<file path="config.mk">
export PLATFORM = sky130hd
export DESIGN_NAME = tlv_stream_id_matcher
export DESIGN_NICKNAME = d
export VERILOG_FILES = /design/src/hw/rtl/tlvsim_pkg.sv /design/src/hw/rtl/tlvsim_ram.sv /design/src/hw/rtl/tlv_stream_id_matcher.sv
export SDC_FILE = /design/constraint.sdc
export NUM_CORES = 1
export LEC_CHECK = 0
export BUFFER_PORTS_ARGS = -buffer_cell sky130_fd_sc_hd__buf_2
export CAP_MARGIN = 20
export CORE_ASPECT_RATIO = 0.6
export CORE_UTILIZATION = 40
export DETAILED_ROUTE_END_ITERATION = 8
export MAX_ROUTING_LAYER = met4
export PLACE_DENSITY = 0.54
export REMOVE_ABC_BUFFERS = 1
export SYNTH_ARGS = -nofsm -noshare
export SYNTH_HDL_FRONTEND = slang
export SYNTH_SLANG_ARGS = --single-unit
</file>
<file path="constraint.sdc">
create_clock -name clk_i -period 8.35 [get_ports clk_i]
set_clock_uncertainty 0.05 [all_clocks]
set_input_delay 1.67 -clock clk_i [delete_from_list [all_inputs] [get_ports clk_i]]
set_output_delay 1.67 -clock clk_i [all_outputs]
set_load 0.01 [all_outputs]
</file>
<file path="src/hw/rtl/tlvsim_pkg.sv">
`timescale 1ns / 1ps

package tlvsim_pkg;

  // Id table geometry.
  localparam int TBL_ENTRIES = 16;
  localparam int TBL_AW      = (TBL_ENTRIES > 1) ? $clog2(TBL_ENTRIES) : 1;
  localparam int TBL_CNT_W   = $clog2(TBL_ENTRIES + 1);

  // Packet length limits.
  localparam logic [11:0] MAX_PACKET_BYTES = 12'd2048;
  localparam logic [11:0] POS_MAX          = 12'd4095;

  // Length byte decoding.
  localparam logic [7:0] LEN_EXT_FLAG = 8'h80;
  localparam logic [7:0] LEN_LOW_MASK = 8'h7f;

  // Configuration register indexes.
  typedef enum logic [1:0] {
    CFG_STATUS_CODE = 2'd0,
    CFG_END_TAG     = 2'd1,
    CFG_STREAM_TAG  = 2'd2,
    CFG_ENTRY_COUNT = 2'd3
  } cfg_idx_e;

  // Result codes.
  typedef enum logic [1:0] {
    OUT_MATCH    = 2'd0,
    OUT_NO_MATCH = 2'd1,
    OUT_BAD_LEN  = 2'd2,
    OUT_NOT_STAT = 2'd3
  } outcome_e;

  // Option list parser phases.
  typedef enum logic [2:0] {
    PH_IDLE   = 3'd0,
    PH_TAG    = 3'd1,
    PH_LEN    = 3'd2,
    PH_LENEXT = 3'd3,
    PH_VALUE  = 3'd4,
    PH_DONE   = 3'd5
  } phase_e;

  // Input item mode carried in tuser bit 0.
  localparam logic MODE_PACKET = 1'b0;
  localparam logic MODE_ENTRY  = 1'b1;

endpackage

</file>
<file path="src/hw/rtl/tlvsim_ram.sv">
`timescale 1ns / 1ps

module tlvsim_ram #(
  parameter int WIDTH = 32,
  parameter int DEPTH = 16,
  localparam int AW   = (DEPTH > 1) ? $clog2(DEPTH) : 1
) (
  input  logic             clk_i,
  input  logic             we_i,
  input  logic [AW-1:0]    waddr_i,
  input  logic [WIDTH-1:0] wdata_i,
  input  logic             re_i,
  input  logic [AW-1:0]    raddr_i,
  output logic [WIDTH-1:0] rdata_o
);

  logic [WIDTH-1:0] mem_q [DEPTH];

  // One write port and one registered read port.
  always_ff @(posedge clk_i) begin
    if (we_i) begin
      mem_q[waddr_i] <= wdata_i;
    end
    if (re_i) begin
      rdata_o <= mem_q[raddr_i];
    end
  end

endmodule

</file>
<file path="src/hw/rtl/tlv_stream_id_matcher.sv">
`timescale 1ns / 1ps

// Channel    Direction  Transfer when                  Carries
// s_axis     in         s_axis_tvalid & s_axis_tready  packet byte or id table entry write
// m_axis     out        m_axis_tvalid & m_axis_tready  outcome and found id, one per packet
// cfg        in         cfg_valid_i & cfg_ready_o      register index and write data
//
// An ordinary packet byte or a table write is taken without a stall. The last byte of a packet
// moves to an emit state that loads the output register, and waits there while the sink holds it.
// A byte that completes a stream id option starts a search of the id table memory, one entry
// read per cycle through its single read port, over at most min(entry_count, 16) entries; the
// input waits until the search ends, and a hit ends it early.
// Reset is asynchronous and active low; the table memory is not cleared and no pass is run.
// The input is accepted while a finished result still waits on the output.

module tlv_stream_id_matcher (
  input  logic        clk_i,
  input  logic        rst_ni,
  // tdata: data_byte[7:0], packet_length[19:8], entry_index[23:20], entry_id[55:24]
  input  logic        s_axis_tvalid,
  output logic        s_axis_tready,
  input  logic [55:0] s_axis_tdata,
  // tuser: mode[0], first[1]
  input  logic [1:0]  s_axis_tuser,
  input  logic        s_axis_tlast,
  // tdata: outcome[1:0], found_id[33:2], zero[39:34]
  output logic        m_axis_tvalid,
  input  logic        m_axis_tready,
  output logic [39:0] m_axis_tdata,
  input  logic        cfg_valid_i,
  output logic        cfg_ready_o,
  input  logic [1:0]  cfg_index_i,
  input  logic [7:0]  cfg_data_i
);
  import tlvsim_pkg::*;

  typedef enum logic [2:0] {
    ST_IDLE   = 3'b001,
    ST_SEARCH = 3'b010,
    ST_EMIT   = 3'b100
  } state_e;

  // Input fields.
  logic               in_mode;
  logic               in_first;
  logic [7:0]         in_byte;
  logic [11:0]        in_plen;
  logic [3:0]         in_eidx;
  logic [31:0]        in_eid;

  assign in_mode  = s_axis_tuser[0];
  assign in_first = s_axis_tuser[1];
  assign in_byte  = s_axis_tdata[7:0];
  assign in_plen  = s_axis_tdata[19:8];
  assign in_eidx  = s_axis_tdata[23:20];
  assign in_eid   = s_axis_tdata[55:24];

  // Registers.
  state_e             state_q, state_d;
  logic [7:0]         stat_code_q, end_tag_q, stream_tag_q;
  logic [4:0]         entry_count_q;
  phase_e             phase_q, phase_d;
  logic [11:0]        pos_q, pos_d;
  logic [11:0]        total_q, total_d;
  logic [7:0]         opt_tag_q, opt_tag_d;
  logic [31:0]        opt_len_q, opt_len_d;
  logic [6:0]         len_left_q, len_left_d;
  logic [31:0]        acc_q, acc_d;
  outcome_e           outcome_q, outcome_d;
  logic [31:0]        matched_q, matched_d;
  logic [31:0]        key_q, key_d;
  logic [TBL_CNT_W-1:0] idx_q, idx_d;
  logic               cmp_valid_q, cmp_valid_d;
  logic               pend_last_q, pend_last_d;
  logic               out_valid_q, out_valid_d;
  logic [1:0]         out_code_q;
  logic [31:0]        out_id_q;

  // Combinational helpers.
  logic               in_xfer;
  logic               out_free;
  logic               len_known;
  logic               start_search;
  logic               load_out;
  logic [33:0]        len_end;
  logic [TBL_CNT_W-1:0] n_entries;
  logic               ram_we, ram_re;
  logic [31:0]        ram_rdata;

  assign in_xfer       = s_axis_tvalid & s_axis_tready;
  assign s_axis_tready = (state_q == ST_IDLE);
  assign out_free      = ~out_valid_q | m_axis_tready;
  assign cfg_ready_o   = 1'b1;

  assign n_entries = (32'(entry_count_q) > TBL_ENTRIES) ? TBL_CNT_W'(TBL_ENTRIES)
                                                        : TBL_CNT_W'(entry_count_q);

  // Table writes come straight from input transfers in mode one.
  assign ram_we = in_xfer & (in_mode == MODE_ENTRY) & (32'(in_eidx) < TBL_ENTRIES);

  tlvsim_ram #(
    .WIDTH (32),
    .DEPTH (TBL_ENTRIES)
  ) u_table (
    .clk_i   (clk_i),
    .we_i    (ram_we),
    .waddr_i (TBL_AW'(in_eidx)),
    .wdata_i (in_eid),
    .re_i    (ram_re),
    .raddr_i (idx_q[TBL_AW-1:0]),
    .rdata_o (ram_rdata)
  );

  // Parser, table search and result hand-off.
  always_comb begin
    state_d      = state_q;
    phase_d      = phase_q;
    pos_d        = pos_q;
    total_d      = total_q;
    opt_tag_d    = opt_tag_q;
    opt_len_d    = opt_len_q;
    len_left_d   = len_left_q;
    acc_d        = acc_q;
    outcome_d    = outcome_q;
    matched_d    = matched_q;
    key_d        = key_q;
    idx_d        = idx_q;
    cmp_valid_d  = cmp_valid_q;
    pend_last_d  = pend_last_q;
    len_known    = 1'b0;
    start_search = 1'b0;
    load_out     = 1'b0;
    ram_re       = 1'b0;
    len_end      = '0;

    unique case (state_q)
      ST_IDLE: begin
        if (in_xfer && in_mode == MODE_PACKET && (in_first || phase_q != PH_IDLE)) begin
          if (in_first) begin
            // A first byte always opens a fresh packet.
            pos_d      = '0;
            opt_tag_d  = '0;
            opt_len_d  = '0;
            len_left_d = '0;
            acc_d      = '0;
            matched_d  = '1;
            total_d    = (in_plen < MAX_PACKET_BYTES) ? in_plen : MAX_PACKET_BYTES;
            if (in_byte != stat_code_q) begin
              outcome_d = OUT_NOT_STAT;
              phase_d   = PH_DONE;
            end else begin
              outcome_d = OUT_NO_MATCH;
              phase_d   = PH_TAG;
            end
          end else if (pos_q >= total_q) begin
            // Bytes past the stated length end the scan.
            if (phase_q == PH_LEN || phase_q == PH_LENEXT) begin
              outcome_d = OUT_BAD_LEN;
            end
            if (phase_q != PH_DONE) begin
              phase_d = PH_DONE;
            end
          end else begin
            case (phase_q)
              PH_TAG: begin
                if (in_byte == end_tag_q) begin
                  phase_d = PH_DONE;
                end else begin
                  opt_tag_d = in_byte;
                  phase_d   = PH_LEN;
                end
              end
              PH_LEN: begin
                if ((in_byte & LEN_EXT_FLAG) != 8'h00) begin
                  len_left_d = 7'(in_byte & LEN_LOW_MASK);
                  opt_len_d  = '0;
                  if ((in_byte & LEN_LOW_MASK) == 8'h00) begin
                    len_known = 1'b1;
                  end else begin
                    phase_d = PH_LENEXT;
                  end
                end else begin
                  opt_len_d = {24'h0, in_byte};
                  len_known = 1'b1;
                end
              end
              PH_LENEXT: begin
                opt_len_d  = {opt_len_q[23:0], in_byte};
                len_left_d = len_left_q - 7'd1;
                if (len_left_q == 7'd1) begin
                  len_known = 1'b1;
                end
              end
              PH_VALUE: begin
                if (opt_tag_q == stream_tag_q) begin
                  acc_d = {acc_q[23:0], in_byte};
                end
                opt_len_d = opt_len_q - 32'd1;
                if (opt_len_q == 32'd1) begin
                  if (opt_tag_q == stream_tag_q) begin
                    start_search = 1'b1;
                    key_d        = {acc_q[23:0], in_byte};
                  end else begin
                    phase_d = PH_TAG;
                  end
                end
              end
              default: begin
              end
            endcase

            // The full option length is known: check it against the packet end.
            if (len_known) begin
              len_end = {22'h0, pos_q} + {2'b00, opt_len_d} + 34'd1;
              if (len_end >= {22'h0, total_q}) begin
                outcome_d = OUT_BAD_LEN;
                phase_d   = PH_DONE;
              end else begin
                acc_d = '0;
                if (opt_len_d == 32'd0) begin
                  if (opt_tag_q == stream_tag_q) begin
                    start_search = 1'b1;
                    key_d        = '0;
                  end else begin
                    phase_d = PH_TAG;
                  end
                end else begin
                  phase_d = PH_VALUE;
                end
              end
            end
          end

          if (pos_d < POS_MAX) begin
            pos_d = pos_d + 12'd1;
          end

          if (start_search) begin
            idx_d       = '0;
            cmp_valid_d = 1'b0;
            pend_last_d = s_axis_tlast;
            state_d     = ST_SEARCH;
          end else if (s_axis_tlast) begin
            // End of packet: close the scan before the result goes out.
            if (phase_d == PH_LEN || phase_d == PH_LENEXT) begin
              outcome_d = OUT_BAD_LEN;
            end
            phase_d = PH_DONE;
            state_d = ST_EMIT;
          end
        end
      end

      ST_SEARCH: begin
        // One entry read per cycle; the compare sees the previous read.
        if (cmp_valid_q && ram_rdata == key_q) begin
          outcome_d   = OUT_MATCH;
          matched_d   = key_q;
          phase_d     = PH_DONE;
          cmp_valid_d = 1'b0;
          state_d     = pend_last_q ? ST_EMIT : ST_IDLE;
        end else if (idx_q < n_entries) begin
          ram_re      = 1'b1;
          idx_d       = idx_q + TBL_CNT_W'(1);
          cmp_valid_d = 1'b1;
        end else begin
          phase_d     = pend_last_q ? PH_DONE : PH_TAG;
          cmp_valid_d = 1'b0;
          state_d     = pend_last_q ? ST_EMIT : ST_IDLE;
        end
      end

      ST_EMIT: begin
        // Hand the result to the output register and clear the scan.
        if (out_free) begin
          load_out   = 1'b1;
          phase_d    = PH_IDLE;
          pos_d      = '0;
          total_d    = '0;
          opt_tag_d  = '0;
          opt_len_d  = '0;
          len_left_d = '0;
          acc_d      = '0;
          outcome_d  = OUT_NO_MATCH;
          matched_d  = '1;
          state_d    = ST_IDLE;
        end
      end

      default: begin
        state_d = ST_IDLE;
      end
    endcase
  end

  assign out_valid_d = load_out | (out_valid_q & ~m_axis_tready);

  // Control state.
  always_ff @(posedge clk_i or negedge rst_ni) begin
    if (!rst_ni) begin
      state_q       <= ST_IDLE;
      stat_code_q   <= 8'd0;
      end_tag_q     <= 8'd0;
      stream_tag_q  <= 8'd18;
      entry_count_q <= 5'd0;
      phase_q       <= PH_IDLE;
      pos_q         <= '0;
      total_q       <= '0;
      opt_tag_q     <= '0;
      opt_len_q     <= '0;
      len_left_q    <= '0;
      acc_q         <= '0;
      outcome_q     <= OUT_NO_MATCH;
      matched_q     <= '1;
      idx_q         <= '0;
      cmp_valid_q   <= 1'b0;
      pend_last_q   <= 1'b0;
      out_valid_q   <= 1'b0;
    end else begin
      state_q     <= state_d;
      phase_q     <= phase_d;
      pos_q       <= pos_d;
      total_q     <= total_d;
      opt_tag_q   <= opt_tag_d;
      opt_len_q   <= opt_len_d;
      len_left_q  <= len_left_d;
      acc_q       <= acc_d;
      outcome_q   <= outcome_d;
      matched_q   <= matched_d;
      idx_q       <= idx_d;
      cmp_valid_q <= cmp_valid_d;
      pend_last_q <= pend_last_d;
      out_valid_q <= out_valid_d;
      if (cfg_valid_i && cfg_ready_o) begin
        unique case (cfg_index_i)
          CFG_STATUS_CODE: stat_code_q   <= cfg_data_i;
          CFG_END_TAG:     end_tag_q     <= cfg_data_i;
          CFG_STREAM_TAG:  stream_tag_q  <= cfg_data_i;
          CFG_ENTRY_COUNT: entry_count_q <= cfg_data_i[4:0];
          default: begin
          end
        endcase
      end
    end
  end

  // Payload registers.
  always_ff @(posedge clk_i) begin
    key_q <= key_d;
    if (load_out) begin
      out_code_q <= outcome_q;
      out_id_q   <= (outcome_q == OUT_MATCH) ? matched_q : 32'hffff_ffff;
    end
  end

  assign m_axis_tvalid = out_valid_q;
  assign m_axis_tdata  = {6'h00, out_id_q, out_code_q};

endmodule

</file>
==> flow_metrics.env, run 1 <==
export IMPL_status="finished, final reports clean"
export IMPL_utilization_pct=46.40
export IMPL_gp_congestion=0.9560
export IMPL_dr_max_layer_used="met4"
export IMPL_synthCells=2310
export IMPL_drcViolationCount=0
export IMPL_hold_viol_final=0
export IMPL_layout_drive_gt1_share_pct=22.98
export IMPL_ir_worst_vdd_v=0.0002328
export IMPL_die_y_um=229.3
export IMPL_wl_per_cell_um=26.76
export IMPL_dr_pass1_iters=5
export IMPL_endpoint_kind="flop"
export IMPL_rows=82
export IMPL_core_mm2=0.08434
export IMPL_start_util_pct=40.83
export IMPL_grt_pass1_wl_mm=143.2
export IMPL_io_buffers=109
export IMPL_crit_arrival_ns=7.41
export IMPL_fill_cells=7359
export IMPL_drv_cap=0
export IMPL_rsz0062_at_grt="false"
export IMPL_grt_overflow_total=0
export IMPL_clkTransAtPathRegs_ns=0.07
export IMPL_fin_ws_ns=1.248
export IMPL_drtIter0Drc=2398
export IMPL_vias=21210
export IMPL_period_needed_ns=7.102
export IMPL_boundaryPins=117
export IMPL_multi_input_area_mm2=0.01116
export IMPL_cts_made_buffers=75
export IMPL_cts_resized_gates=0
export IMPL_synth_edf_count=610
export IMPL_ys_async_sr_fraction_pct=21.99
export IMPL_grt_usage_pct=23.10
export IMPL_final_antenna_net_count=0
export IMPL_worstPathRequired_ns=8.66
export IMPL_worstSkewPairLatency_ns=0.65
export IMPL_pre_cts_slack_ns=1.084
export IMPL_cts_hold_buf=0
export IMPL_ctsHtreeMaxLevel=3
export IMPL_drv_slew=0
export IMPL_post_cts_setup_buffer_count=0
export IMPL_cts_tree="built"
export IMPL_fin_total_pwr_mw=12.67
export IMPL_finalSetupViolCount=0
export IMPL_grt_max_degree=96
export IMPL_clk_path_buf_depth=3
export IMPL_crit_type="flop to flop"
export IMPL_synth_flop_cell="edfxtp_1"
export IMPL_area_growth_pct=13.66
export IMPL_tns_ns=0
export IMPL_p_per_area_mw_per_mm2=323.9
export IMPL_wl_met3_mm=8.281
export IMPL_path_cells="buf_4 -> nor4b_2 -> nand2_1 -> o311ai_0 -> nand3_1 -> ha_1 -> nand3_1 -> nor3b_1 -> o31a_1 -> a211oi_1 -> buf_4 -> nor4_4 -> nand4_1 -> or4_1 -> a2111oi_0 -> and4b_1 -> buf_4 -> a21oi_1"
export IMPL_met1Wirelength_mm=48.24
export IMPL_p_leak_nw=13.59
export IMPL_routed_wl_met2_mm=39.04
export IMPL_period_share_pct=85.05
export IMPL_netlist_area_mm2=0.03443
export IMPL_viasPerCell=5.834
export IMPL_hpwl_mm=61.36
export IMPL_clock_fmax_ghz=0.1408
export IMPL_final_nets=2560
export IMPL_cp_max_fo=32
export IMPL_antenna_found_initial=4
export IMPL_syn_mean_instance_area_um2=14.90
export IMPL_hold_class="flop to flop"
export IMPL_crit_path_max_incr_delay_ns=0.67
export IMPL_crit_slowest_cell="dfrtp_1"
export IMPL_tightest_slew_ns=1.060
export IMPL_wirelength_mm=97.29
export IMPL_startpoint_type="flop"
export IMPL_synth_seq_area_share_pct=65.83
export IMPL_synth_seq_cells=782
export IMPL_die_area_mm2=0.08729
export IMPL_critPathMostFrequentCell="buf_4"
export IMPL_clock_sinks=782
export IMPL_synth_warnings=0
export IMPL_die_w_um=380.8
export IMPL_ff_latch_area_mm2=0.02268
export IMPL_synth_cell_type_count=96
export IMPL_grt_pass1_vias=20590
export IMPL_clockRootBuffer="clkbuf_16"
export IMPL_relSlewSlack_pct=28.92
==> cells in the mapped netlist, types with 5 or more instances <==
cell / n / area share, %
nand2_1: 205 / 2.2
o21ai_0: 78 / 1.1
or4_1: 16 / 0.35
clkbuf_1: 104 / 1.1
or3_1: 46 / 0.84
a22oi_1: 5 / 0.11
and2_1: 8 / 0.15
edfxtp_1: 610 / 53
a31oi_1: 13 / 0.24
and3_1: 13 / 0.24
dfrtp_1: 136 / 9.9
a211oi_1: 11 / 0.24
ha_1: 47 / 1.7
o22ai_1: 5 / 0.091
o21a_1: 5 / 0.11
a21oi_1: 116 / 1.7
mux2_2: 29 / 0.95
xor2_1: 51 / 1.3
nand3_1: 43 / 0.63
nor4_1: 34 / 0.62
nand4_1: 21 / 0.38
mux2i_1: 9 / 0.26
mux4_2: 160 / 10
o211ai_1: 9 / 0.20
nor3_1: 25 / 0.36
nor2_1: 152 / 1.7
o31ai_1: 33 / 0.72
dfstp_2: 36 / 2.7
o31a_1: 6 / 0.15
a21o_1: 15 / 0.33
buf_1: 14 / 0.15
nor3b_1: 5 / 0.11
inv_1: 54 / 0.59
nand2b_1: 24 / 0.44
a22o_1: 29 / 0.74
nor2b_1: 10 / 0.18
buf_4: 8 / 0.17
xnor2_1: 14 / 0.36
==> final cells by class <==
cell class,count,area share (%)
Inverter,54,0.5180
Clock buffer,99,5.349
Sequential cell,782,57.95
Timing Repair Buffer,179,2.810
Antenna cell,3,0.01918
Tap cell,1134,3.626
Multi-Input combinational cell,1346,28.52
Clock inverter,38,1.205
==> stage by stage <==
stage                     area [µm²]  cells  hold slack [ns]
after CTS                      39110   3630           0.4409
final                          39130   3635           0.4321
after global placement         36550   3493           0.4178
after detailed placement       36550   3493           0.4264
after global routing           39130   3635           0.4644
after floorplan                33890   2182           0.3998
==> worst max-delay path: cells and delay by family (launching register included) <==
family | cells | cell delay (ns)
buffers and inverters | 3 | 0.89
and+or+nand+nor | 9 | 3.34
AOI/OAI and AO/OA | 5 | 1.42
adders and majority gates | 1 | 0.41
DFF | 1 | 0.67
==> sequential cells by signal, summed over array words and instances, names as in the netlist, 2 cells and up <==
register and count:
opt_tag_q 8, stream_tag_q 8, key_q 32, idx_q 5, end_tag_q 8, out_code_q 2
state_q 3, phase_q 3, outcome_q 2, pos_q 12, out_id_q 32, acc_q 24
matched_q 32, u_table.rdata_o 32, entry_count_q 5, len_left_q 7, opt_len_q 32, u_table.mem_q 512
total_q 12, stat_code_q 8
==> per-layer routing <==
metal | global-route usage [%] | up-vias
li1 | - | 9241
met2 | 29.45 | 887
met5 | - | -
met3 | 5.260 | 126
met4 | 5.070 | 0
met1 | 36.67 | 10950
==> cell families (layout without fill, tap and decap cells) <==
family          count (synthesis)  in the layout  synth area share (%)
flops                         782            782                 65.83
simple gates                  640            640                 9.281
compound gates                386            386                 7.468
mux                           200            200                 11.75
buf+inv                       187            370                 2.224
xor+xnor                       65             65                 1.653
fa+ha+maj                      48             48                 1.766
other cells                     2             10               0.02181
==> power by group <==
part / internal [mW] / switching (mW)
Clock: 2.03 / 1.52
Sequential: 4.52 / 0.337
Combinational: 1.67 / 2.60
Total: 8.22 / 4.45
==> cell usage in the layout (no fill, tap or decap), types with 16 or more instances in the layout <==
master and instances:
edfxtp_1 610, nand2_1 205, mux4_2 160, nor2_1 137, dfrtp_1 132, a21oi_1 116, buf_2 109, o21ai_0 78
clkbuf_16 77, buf_4 67, inv_1 53, xor2_1 51, ha_1 47, or3_1 46, nand3_1 43, dfstp_2 36
nor4_1 33, o31ai_1 33, a22o_1 29, mux2_2 29, nand2b_1 24, nand4_1 21, nor3_1 19, or4_1 16
==> final timing paths <==
kind                            start          to  slack (ns)  cells past startpoint
max in group asynchronous      rst_ni    idx_q[0]        5.99                      2
min reg2reg                total_q[9]  total_q[9]        0.43                      2
min                        total_q[9]  total_q[9]        0.43                      2
min in group asynchronous      rst_ni  total_q[8]        0.91                      1
max                        phase_q[2]   key_q[26]        1.25                     18
max reg2reg                phase_q[2]   key_q[26]        1.25                     18
Power figures use the tool's default switching activity.
==> inputs of run 2 (changes only) <==
- PLACE_DENSITY: 0.54 -> 0.57
- SLEW_MARGIN: unset -> 20
- clock period: 8.35 -> 5.8 ns (I/O delays scaled with it)
==> run 2 against run 1 <==
Compared with the run above:
- the run now ends with setup timing left
- sequential cell count unchanged
- critical path depth up 10
- non-clock buffer count up 136
- clock power up 35%
- via count up 1.6%
- setup slack worse by 1.3 ns
- sequential power up 44%
- cell count up 3.7%
- count of clock-buffer cells in the layout down 5
- critical endpoint is now idx_q[2]
==> flow_metrics.env, run 2 (synthesis gave the netlist of run 1 again) <==
export IMPL_viasPerCell=5.715
export IMPL_die_y_um=229.3
export IMPL_crit_type="flop to flop"
export IMPL_placed_area_mm2=0.03746
export IMPL_critPathMostFrequentCell="buf_4"
export IMPL_die_w_um=380.8
export IMPL_clkTransAtPathRegs_ns=0.07
export IMPL_final_nets=2697
export IMPL_cts_hold_buf=0
export IMPL_worstSkewPairLatency_ns=0.66
export IMPL_cts_tree="built"
export IMPL_rsz0062_at_grt="true"
export IMPL_grt_max_degree=79
export IMPL_grt_pass1_wl_mm=144.6
export IMPL_dp_cells=3613
export IMPL_status="complete, but fails checks"
export IMPL_grt_pass1_vias=21220
export IMPL_layout_commonest_cell="edfxtp_1"
export IMPL_fin_area_mm2=0.04026
export IMPL_hpwl_mm=64.89
export IMPL_largest_register="u_table.mem_q"
export IMPL_final_cell_mix="edfxtp_1 (610), nand2_1 (203), buf_4 (192)"
export IMPL_clockRootBuffer="clkbuf_16"
export IMPL_fill_cells=7286
export IMPL_ctsHtreeMaxLevel=3
export IMPL_pre_cts_slack_ns=-0.7569
export IMPL_drv_cap=0
export IMPL_layout_drive_gt1_share_pct=27.91
export IMPL_endpoint_kind="flop"
export IMPL_start_util_pct=40.83
export IMPL_startpoint_type="flop"
export IMPL_drv_slew=0
export IMPL_p_leak_nw=14.22
export IMPL_wl_per_cell_um=26.18
export IMPL_dr_pass1_iters=5
export IMPL_boundaryPins=117
export IMPL_clock_fmax_ghz=0.1719
export IMPL_die_area_mm2=0.08729
export IMPL_tns_ns=-0.01698
export IMPL_crit_slowest_cell="or4_4"
export IMPL_relSlewSlack_pct=9.686
export IMPL_drcViolationCount=0
export IMPL_grt_overflow_total=0
export IMPL_path_delay_family="compound AO/OA/AOI/OAI gates"
export IMPL_whs_ns=0.4351
export IMPL_grt_usage_pct=23.29
export IMPL_clock_sinks=782
export IMPL_tightest_slew_ns=1.342
export IMPL_cts_made_buffers=76
export IMPL_final_cell_count_no_fill=3771
export IMPL_ir_worst_vdd_v=0.0002979
export IMPL_fin_ws_ns=-0.01698
export IMPL_worstPathRequired_ns=6.30
export IMPL_hold_viol_final=0
export IMPL_period_share_pct=100.3
export IMPL_cp_max_fo=5
export IMPL_period_needed_ns=5.817
export IMPL_gp_congestion=0.9576
export IMPL_fin_total_pwr_mw=19.09
export IMPL_utilization_pct=47.74
export IMPL_crit_path_max_incr_delay_ns=0.49
export IMPL_finalSetupViolCount=1
export IMPL_violations="setup timing"
export IMPL_area_growth_pct=16.95
export IMPL_largest_reg_flops=512
export IMPL_core_mm2=0.08434
export IMPL_drtIter0Drc=2251
export IMPL_crit_arrival_ns=6.32
export IMPL_vias=21550
export IMPL_antenna_found_initial=4
export IMPL_rows=82
export IMPL_wirelength_mm=98.74
export IMPL_final_antenna_net_count=0
export IMPL_hold_class="input pin to asynchronous set/reset pin"
export IMPL_cp_num_buf_inv=5
export IMPL_p_per_area_mw_per_mm2=474.2
export IMPL_io_buffers=109
export IMPL_clk_path_buf_depth=3
-- run 2: changes by cell type in the layout (fill, tap and decap cells not counted), moves of 6 or more --
cell	previous run	this run
o21ai_1	3	10
o21ai_0	78	71
clkbuf_8	8	2
buf_4	67	192
a21oi_2	0	6
a21oi_1	116	110
-- run 2: worst paths after layout --
| kind | endpoint | slack [ns] | cells after the start | start |
|---|---|---|---|---|
| worst max register to register | idx_q[2] | -0.02 | 28 | phase_q[0] |
| worst max-delay path | idx_q[2] | -0.02 | 28 | phase_q[0] |
| min in group clk_i | total_q[8] | 0.44 | 2 | total_q[8] |
| worst min-delay path | total_q[4] | 0.44 | 1 | rst_ni |
| max in group asynchronous | outcome_q[1] | 3.85 | 2 | rst_ni |
| worst min register to register | total_q[8] | 0.44 | 2 | total_q[8] |
-- run 2: final cells by class --
cell class	count	area (µm²)	share of cell area [%]
sequential	782	22680	56.33
clock buffer	94	2011	4.994
antenna	4	10.01	0.02486
timing repair buffer	315	2252	5.593
inverter	54	205.2	0.5096
tap	1134	1419	3.524
clock inverter	42	332.8	0.8266
multi-input combinational	1346	11360	28.20
-- run 2: worst reg2reg max path, delay by kind of cell (launching register included) --
| family | cells | cell delay (ns) |
|---|---|---|
| flops | 1 | 0.41 |
| xor+xnor | 1 | 0.13 |
| compound gates | 12 | 2.15 |
| simple gates | 7 | 1.61 |
| mux | 1 | 0.24 |
| buf+inv | 5 | 0.63 |
| fa+ha+maj | 2 | 0.47 |
-- run 2: where the power goes --
part | internal (mW) | switching, mW | leakage (nW)
combinational | 3.22 | 4.09 | 5.47
clock | 2.62 | 2.17 | 1.13
sequential | 6.50 | 0.493 | 7.62
total | 12.3 | 6.75 | 14.2
-- run 2: what timing repair did --
action                                  in CTS  in global routing
buffers inserted                             9                  5
pin swaps                                   21                 13
gates resized for setup                     32                 27
endpoints found under the setup margin      71                 71
cloned                                       1                  4
-- run 2: routing by layer --
layer | vias up | wire length (µm) | global-route usage [%]
met5 | - | 0 | -
met1 | 11020 | 47850 | 35.60
li1 | 9564 | - | -
met2 | 845 | 40780 | 30.79
met4 | 0 | 1678 | 5.296
met3 | 120 | 8435 | 5.836
